$ cat config.mk
export PLATFORM = sky130hd
export DESIGN_NAME = cdpc_decode
export DESIGN_NICKNAME = d
export VERILOG_FILES = /design/src/hdl/cdpc_pkg.sv /design/src/hdl/cdpc_decode.sv
export SDC_FILE = /design/constraint.sdc
export NUM_CORES = 1
export LEC_CHECK = 0
export BUFFER_PORTS_ARGS = -buffer_cell sky130_fd_sc_hd__buf_2
export CAP_MARGIN = 15
export CORE_AREA = 8 8 45 47
export DETAILED_ROUTE_END_ITERATION = 6
export DIE_AREA = 0 0 53 55
export SETUP_SLACK_MARGIN = 0.02
export SYNTH_ARGS = -nofsm -noshare
export SYNTH_HDL_FRONTEND = slang
export SYNTH_SLANG_ARGS = --single-unit
export TNS_END_PERCENT = 10
$ cat constraint.sdc
create_clock -name vclk -period 2.9
set_input_delay 0.58 -clock vclk [all_inputs]
set_output_delay 0.58 -clock vclk [all_outputs]
set_load 0.05 [all_outputs]
$ cat src/hdl/cdpc_pkg.sv
package cdpc_pkg;

   // Deck geometry.
   localparam int CARDS_IN_DECK = 52;
   localparam int RANK_COUNT    = 13;
   localparam int SUIT_COUNT    = 4;
   localparam int RANK_W        = 4;
   localparam int SUIT_W        = 2;
   localparam int NUMBER_W      = 6;
   localparam int COUNT_W       = 6;
   localparam int STATUS_W      = 3;
   localparam int ERROR_W       = 2;

   // Card count saturates here and never wraps.
   localparam logic [COUNT_W-1:0]  COUNT_MAX = '1;
   localparam logic [NUMBER_W-1:0] NO_CARD   = NUMBER_W'(CARDS_IN_DECK);

   // Held error codes.
   localparam logic [ERROR_W-1:0] ERR_NONE    = 2'd0;
   localparam logic [ERROR_W-1:0] ERR_INVALID = 2'd1;
   localparam logic [ERROR_W-1:0] ERR_DUP     = 2'd2;

   // Result status codes.
   localparam logic [STATUS_W-1:0] STATUS_OK          = 3'd0;
   localparam logic [STATUS_W-1:0] STATUS_INVALID     = 3'd1;
   localparam logic [STATUS_W-1:0] STATUS_DUP         = 3'd2;
   localparam logic [STATUS_W-1:0] STATUS_DECK_VALID  = 3'd3;
   localparam logic [STATUS_W-1:0] STATUS_WRONG_COUNT = 3'd4;

   typedef logic [RANK_W-1:0]     rank_type;
   typedef logic [SUIT_W-1:0]     suit_type;
   typedef logic [RANK_COUNT-1:0] row_type;

   // One decoded card: ok is low when either character is not in its list.
   typedef struct packed {
      logic     ok;
      rank_type rank;
      suit_type suit;
   } card_type;

   // Card number suit*13 + rank, built from shifts.
   function automatic logic [NUMBER_W-1:0] deck_pos(input suit_type s, input rank_type r);
      logic [NUMBER_W-1:0] s13;
      s13 = NUMBER_W'({s, 3'b000}) + NUMBER_W'({s, 2'b00}) + NUMBER_W'(s);
      return s13 + NUMBER_W'(r);
   endfunction

endpackage

$ cat src/hdl/cdpc_decode.sv
module cdpc_decode (
   input  logic [7:0]        rank_char,
   input  logic [7:0]        suit_char,
   output cdpc_pkg::card_type card
);
   import cdpc_pkg::*;

   logic     rank_ok;
   logic     suit_ok;
   rank_type rank_pos;
   suit_type suit_pos;

   // Rank character to its position in a23456789tjqk.
   always_comb begin
      rank_ok  = 1'b1;
      rank_pos = '0;
      case (rank_char)
         "a":     rank_pos = 4'd0;
         "2":     rank_pos = 4'd1;
         "3":     rank_pos = 4'd2;
         "4":     rank_pos = 4'd3;
         "5":     rank_pos = 4'd4;
         "6":     rank_pos = 4'd5;
         "7":     rank_pos = 4'd6;
         "8":     rank_pos = 4'd7;
         "9":     rank_pos = 4'd8;
         "t":     rank_pos = 4'd9;
         "j":     rank_pos = 4'd10;
         "q":     rank_pos = 4'd11;
         "k":     rank_pos = 4'd12;
         default: rank_ok  = 1'b0;
      endcase
   end

   // Suit character to its position in cdhs.
   always_comb begin
      suit_ok  = 1'b1;
      suit_pos = '0;
      case (suit_char)
         "c":     suit_pos = 2'd0;
         "d":     suit_pos = 2'd1;
         "h":     suit_pos = 2'd2;
         "s":     suit_pos = 2'd3;
         default: suit_ok  = 1'b0;
      endcase
   end

   assign card.ok   = rank_ok & suit_ok;
   assign card.rank = rank_pos;
   assign card.suit = suit_pos;

endmodule

* Yosys cells after proc, flatten, opt, wreduce, memory -nomap -nowiden
Index checks and enable logic that the tools add are counted.
** Storage, ports and cells
- Flip-flop bits (word level) :: 0
- Output and inout bits :: 7
- Logic and storage cells :: 24
** Operators by class
- Equality and inequality tests :: 17
- Muxes and demuxes :: 4
- Bitwise gates (word level) :: 1
- Reduce and logical (&&, ||, !) cells :: 2
** Operator list (count)
- $eq A8 B7 Y1 const B :: 9
- $eq A8 B6 Y1 const B :: 8
- $pmux W4 S12 :: 1
- $reduce_or A13 Y1 :: 1
- $pmux W2 S3 :: 1
- $reduce_or A4 Y1 :: 1
- $mux W1 :: 2
- $and A1 B1 Y1 :: 1

* Logic depth before layout (Yosys ltp)
Gate-level depths: netlist of the first run.
- Depth after elaboration :: 4
- Mapped depth :: 5
- Depth with buffers taken out :: 4

* Least setup slack after synthesis of the first run
OpenSTA, ideal clock, no wires.
- Kind :: input to output
- From :: in rank_char[0]
- To :: out card[6] (netlist name)
- Arrival :: 2.445 ns
- Setup slack :: -0.125 ns
- Stages :: 5
- Path buffers :: 1
- Cells stage by stage :: buf_2 nand2_1 nor3_1 nand3b_1 a311oi_1
** RTL lines
- from (decl) :: RTL line cdpc_decode.sv:2 : input logic [7:0] rank_char,
- to (decl) :: RTL line cdpc_decode.sv:4 : output cdpc_pkg::card_type card

==> metrics.yaml, run 1 <==
status: "finished clean"
grt.total_usage_pct: 7.19
intPower_w: 0.0000203
critPathKind: "in -> out"
syn_area_per_cell_um2: 6.19
pwr-share-seq_pct: 0
worstPathArrival_ns: 1.91
drt-wirelength-per-cell_um: 12.0
cts_hold_buf: 0
dieArea_um2: 2920
max_cap_violations: 0
p_comb_share_pct: 100.0
ir_drop_mv: 0.0409
syn_to_final_growth_pct: 37.1
cp-end-kind: "output port"
route.detailed.drc: 0
rows: 14
hpwl_um: 898
total_power_w: 0.0000500
ios: 23
worstMarginPinSlew_ns: 0.355
startpoint_type: "input pin"
via_per_inst: 5.40
yosys.area.top_type: "nor3_1"
hold_path_depth: 3
first_pass_iters: 4
diodes: 0
switching_share_pct: 59.4
p_leak_nw: 0.195
nets: 93
required_ns: 2.32
drt_iter0_drc: 14
antenna_found_initial: 0
hp-class: "in -> out"
hold_viol: 0
post-cts-setup-buffers: 0
layout-drive-gt1-share_pct: 34.7
grt_setup_unrepaired: "no"
fin_ws_ns: 0.406
design.seq.count: 0
synth.area.top_cells: "nor3_1 10%, a21oi_1 7.4%, nand3b_1 6.6%"
finalSetupViolCount: 0
clkPwrFrac_pct: 0
seq_area_um2: 0
min_period_over_period_pct: 86.0
yosysWarningCount: 0
die_h_um: 55
min_to: "card[1]"
die_w_um: 53
vias: 491
synth-seq-area-share_pct: 0
overflow: 0
slew_headroom_pct: 76.2
syn-cell-area_um2: 340
grt_pass1_wl_um: 1790
period_needed_ns: 2.49
finalInstanceArea_um2: 467
start_util_pct: 24.6
grt_max_degree: 14
final_util_pct: 33.7
crit_path_max_fanout: 12
antenna_left: 0
netSwitchingPower_w: 0.0000297
pre_cts_ws_ns: 0.394
dpl_cell_area_um2: 467
synth_fp_nets: 71
fmax_mhz: 401
synth_cell_types: 27
nClkBuffers: 0
hp-start: "suit_char[2]"
slew_viol_final: 0
core_area_um2: 1380
synthCells: 55
ctsResizeCount: 0
tns_ns: 0
port_buffers: 23
grt_pass1_vias: 448
power_density_nw_per_um2: 107
synth_top_area_share_pct: 10.3
gp_congestion: 0.826
wl_um: 1090
## layout make-up
cell class / instances / area [µm²]
tap: 16 / 20.0
multi-input combinational: 50 / 324
inverter: 2 / 7.51
fill: 150 / 917
timing repair buffer: 23 / 115
## cell usage after synthesis, drive strengths merged
cell	instances
nor3	7
a21oi	5
o21ai	4
buf	3
nand2	3
nand2b	3
nand3b	3
nor2	3
nor3b	3
a31oi	2
inv	2
nor4b	2
o31ai	2
xor2	2
a211oi	1
a311oi	1
a32oi	1
and2	1
and3	1
mux2i	1
nand3	1
nor2b	1
o21ba	1
o32ai	1
or2	1
## metal layers
| layer | track usage [%] | up-vias | wire (µm) | share of wire (%) |
|---|---|---|---|---|
| met3 | 1.07 | 0 | 139 | 13 |
| met1 | 10.1 | 213 | 489 | 45 |
| li1 | - | 250 | - | - |
| met2 | 11.5 | 28 | 463 | 42 |
| met4 | 0.862 | 0 | 0 | 0 |
| met5 | 0 | - | 0 | 0 |
## power groups by stage
stage | Combinational (W) | Clock, W | Sequential (W)
after floorplan | 0.0000301 | 0 | 0
after global placement | 0.0000491 | 0 | 0
after detailed placement | 0.0000496 | 0 | 0
after CTS | 0.0000496 | 0 | 0
after global routing | 0.0000551 | 0 | 0
final | 0.0000500 | 0 | 0
## critical path, cell delays in order
cell,delay [ns]
buf_2,0.16
or2_2,0.32
nor3_1,0.19
o21ai_1,0.10
a311oi_2,0.26
buf_2,0.30
## kinds of logic after synthesis
kind of cell	after synthesis	synth area share (%)
AOI/OAI and AO/OA	18	34.2
xor gates and xnor gates	2	5.15
buffers and inverters	5	6.62
muxes	1	2.94
and+or+nand+nor	29	51.1
## layout by cell type (no fill, tap or decap), drive strengths merged
master	n
nor3b	3
xor2	2
nand3	1
inv	2
nor3	7
a211oi	1
nand2b	3
a31oi	2
and3	1
nor2	3
o31ai	2
and2	1
nor2b	1
nand2	3
mux2i	1
a311oi	1
a21oi	5
o32ai	1
o21ai	4
or2	1
o21ba	1
nor4b	2
nand3b	3
buf	23
a32oi	1
## through the flow
step / hold WS, ns / instances
6_report: 1.55 / 91
5_1_grt: 1.58 / 91
4_1_cts: 1.55 / 91
3_5_place_dp: 1.55 / 91
3_3_place_gp: 1.55 / 91
2_1_floorplan: 1.35 / 55
## worst max path at each step
stage | start | end | slack (ns) | depth (start not counted)
floorplan | rank_char[0] | card[4] | 0.09 | 4
global placement | rank_char[6] | card[6] | 0.43 | 6
detailed placement | rank_char[6] | card[6] | 0.39 | 6
CTS | rank_char[6] | card[6] | 0.39 | 6
global route | rank_char[6] | card[6] | 0.26 | 6
finish | rank_char[6] | card[6] | 0.41 | 6
(Power assumes the default switching activity.)
==> run 2, diff against run 1 <==
ABC_CLOCK_PERIOD_IN_PS = 2900   (was unset)
BUFFER_PORTS_ARGS = -buffer_cell sky130_fd_sc_hd__buf_4   (was -buffer_cell sky130_fd_sc_hd__buf_2)
CAP_MARGIN = 10   (was 15)
==> run 2 against run 1 <==
Against the previous run: count of clock-buffer cells in the layout did not move; setup slack improved by 0.068 ns; design area rose by 12%; largest power group unchanged.
==> metrics.yaml, run 2 (same netlist as run 1, synthesis figures left out) <==
ctsResizeCount: 0
period_needed_ns: 2.43
port_buffers: 23
tns_ns: 0
cp_slowest_cell: "or2_2"
nClkBuffers: 0
final_common_cell: "buf_4"
hold_path_depth: 3
fmax_mhz: 412
min_period_over_period_pct: 83.7
wl_um: 1150
met1Wirelength_um: 535
grt_setup_unrepaired: "no"
finalInstanceArea_um2: 524
ir_drop_mv: 0.0393
grt_pass1_wl_um: 1890
power_density_nw_per_um2: 109
worstMarginPinSlew_ns: 0.353
overflow: 0
rows: 14
start_util_pct: 24.6
route.detailed.drc: 0
dpl_cell_area_um2: 524
p_comb_share_pct: 100.0
critPathKind: "in -> out"
antenna_found_initial: 0
core_area_um2: 1380
hold_viol: 0
routed-wl-met2_um: 489
status: "finished clean"
vias: 482
min_to: "card[1]"
intPower_w: 0.0000272
gp_congestion: 0.830
worstPathArrival_ns: 1.85
required_ns: 2.32
drt-wirelength-per-cell_um: 12.7
layout_common_cells: "23 x buf_4, 7 x nor3_1, 5 x a21oi_1"
die_w_um: 53
switching_share_pct: 52.4
met3_length_um: 130
seq_area_um2: 0
cp-end-kind: "output port"
hp-start: "suit_char[2]"
first_pass_iters: 4
hp-class: "in -> out"
slew_viol_final: 0
highest_layer: "met3"
pwr-share-seq_pct: 0
post-cts-setup-buffers: 0
nets: 93
design.seq.count: 0
crit_path_max_fanout: 12
slowest_delay_ns: 0.31
netSwitchingPower_w: 0.0000300
slew_headroom_pct: 76.3
ios: 23
grt_max_degree: 14
cts_hold_buf: 0
p_leak_nw: 0.208
startpoint_type: "input pin"
via_per_inst: 5.30
die_h_um: 55
max_cap_violations: 0
grt_pass1_vias: 457
grt.total_usage_pct: 7.74
cpMostUsedCell: "buf_4"
path_cells: "buf_4 > or2_2 > nor3_1 > o21ai_1 > a311oi_2 > buf_4"
diodes: 0
finalSetupViolCount: 0
clkPwrFrac_pct: 0
dieArea_um2: 2920
antenna_left: 0
drt_iter0_drc: 8
layout-drive-gt1-share_pct: 34.7
syn_to_final_growth_pct: 54.0
[run 2: worst max-delay path by stage]
stage | from | endpoint | slack [ns]
5_1_grt | rank_char[6] | card[6] | 0.37
6_report | rank_char[6] | card[6] | 0.47
2_1_floorplan | rank_char[0] | card[4] | 0.09
3_5_place_dp | rank_char[6] | card[6] | 0.48
3_3_place_gp | rank_char[6] | card[6] | 0.50
4_1_cts | rank_char[6] | card[6] | 0.48
[run 2: power by group through the flow]
stage	Clock, W	Combinational (W)	Sequential (W)
floorplan	0	0.0000301	0
global placement	0	0.0000567	0
detailed placement	0	0.0000570	0
CTS	0	0.0000571	0
global route	0	0.0000633	0
finish	0	0.0000573	0
[run 2: cell type report]
cell class,instances,area [µm²]
Tap cell,16,20.0
Timing Repair Buffer,23,173
Inverter,2,7.51
Multi-Input combinational cell,50,324
Fill cell,160,860
[run 2: worst max-delay path: cells and delay by family]
family	cells	cell delay, ns
buf+inv	2	0.39
compound gates	2	0.36
simple gates	2	0.51
[run 2: per-layer routing]
metal,vias up,track usage [%]
met5,-,0
met4,0,0
met3,0,1.07
met2,24,14.1
met1,207,9.95
li1,251,-
[run 2: stage by stage]
stage / total power, W / hold WS, ns / setup slack [ns] / cells / util (%)
6_report: 0.0000573 / 1.51 / 0.474 / 91 / 37.9
5_1_grt: 0.0000633 / 1.53 / 0.371 / 91 / 37.9
4_1_cts: 0.0000571 / 1.51 / 0.481 / 91 / 37.9
3_5_place_dp: 0.0000570 / 1.51 / 0.483 / 91 / 37.9
3_3_place_gp: 0.0000567 / 1.50 / 0.504 / 91 / 37.9
2_1_floorplan: 0.0000301 / 1.35 / 0.0899 / 55 / -
==> run 3, diff against run 2 <==
ABC_CLOCK_PERIOD_IN_PS = 2500   (was 2900)
clock period = 2.5 ns   (was 2.9 ns; I/O delays follow)
==> run 3 against run 2 <==
Against the previous run: global-route usage up 0.22 points; non-clock buffer count up 1; wire length down 0.52%; critical path depth unchanged; cell count up 1.1%; core utilization up 0.54 points; power up 17%; setup slack worse by 0.24 ns; combinational power up 17%; first-iteration DRC count up 75%; critical path type unchanged; highest routed layer unchanged.
==> metrics.yaml, run 3 (same netlist as run 1, synthesis figures left out) <==
status: "finished clean"
fin_ws_ns: 0.238
final_cells: 92
max_cap_violations: 0
core_area_um2: 1380
ctsResizeCount: 0
crit_buf_inv: 2
antenna_left: 0
gp_congestion: 0.837
hpwl_um: 959
slew_viol_final: 0
power_density_nw_per_um2: 126
seq_area_um2: 0
nets: 94
vias: 497
startpoint_type: "input pin"
hold_viol: 0
route.detailed.drc: 0
grt.total_usage_pct: 7.96
nClkBuffers: 0
syn_to_final_growth_pct: 56.3
slowest_delay_ns: 0.31
first_pass_iters: 4
crit_path_max_fanout: 12
post-cts-setup-buffers: 0
worstMarginPinSlew_ns: 0.351
wl_um: 1150
hp-class: "in -> out"
drt-wirelength-per-cell_um: 12.5
ios: 23
pre_cts_ws_ns: 0.243
grt_pass1_wl_um: 1950
cp_slowest_cell: "or2_2"
die_h_um: 55
place_inst: 92
tns_ns: 0
grt_setup_unrepaired: "no"
cpMostUsedCell: "buf_4"
port_buffers: 23
grt_max_degree: 14
final_common_cell: "buf_4"
layout-drive-gt1-share_pct: 35.5
die_w_um: 53
final_util_pct: 38.4
cp-end-kind: "output port"
overflow: 0
via_per_inst: 5.40
finalSetupViolCount: 0
diodes: 0
period_needed_ns: 2.26
required_ns: 2.00
ir_drop_mv: 0.0473
dieArea_um2: 2920
antenna_found_initial: 0
fmax_mhz: 442
slew_headroom_pct: 76.4
cp_top_family: "simple AND/OR/NAND/NOR gates"
p_leak_nw: 0.213
path_cells: "buf_4 > or2_2 > nor3_1 > o21ai_1 > a311oi_2 > buf_4"
cts_hold_buf: 0
drt_iter0_drc: 14
min_period_over_period_pct: 90.5
critPathKind: "in -> out"
worstPathArrival_ns: 1.76
start_util_pct: 24.6
timing.hold.ws_ns: 1.34
layout_common_cells: "24 x buf_4, 7 x nor3_1, 5 x a21oi_1"
rows: 14
design.seq.count: 0
grt_pass1_vias: 450
## run 3: report_power, final
part / internal [W] / switching (W)
clock network: 0 / 0
logic: 0.0000323 / 0.0000346
registers: 0 / 0
## run 3: layout make-up
class                           count  area (µm²)
Inverter                            2        7.51
Multi-Input combinational cell     50         324
Fill cell                         160         852
Tap cell                           16        20.0
Timing Repair Buffer               24         180
## run 3: worst min-delay path: cells and delay by family
kind          cells  cell delay [ns]
simple gates      1             0.05
buf+inv           2             0.29
## run 3: path summary, 6_finish.rpt
path | cells past startpoint | endpoint | startpoint
setup / recovery | 6 | card[6] | rank_char[6]
hold / removal | 3 | card[0] | suit_char[3]
## run 3: per-layer routing
metal	vias up	part of all wire, %	GRT usage [%]
met5	-	0	0
met4	0	0	0
met1	221	46	9.95
li1	258	-	-
met3	0	10	1.60
met2	18	43	14.5
## run 3: per-stage QoR
step / total power (W) / instance area (µm²)
6_report: 0.0000670 / 532
5_1_grt: 0.0000741 / 532
4_1_cts: 0.0000668 / 532
3_5_place_dp: 0.0000667 / 532
3_3_place_gp: 0.0000667 / 532
2_1_floorplan: 0.0000349 / 347
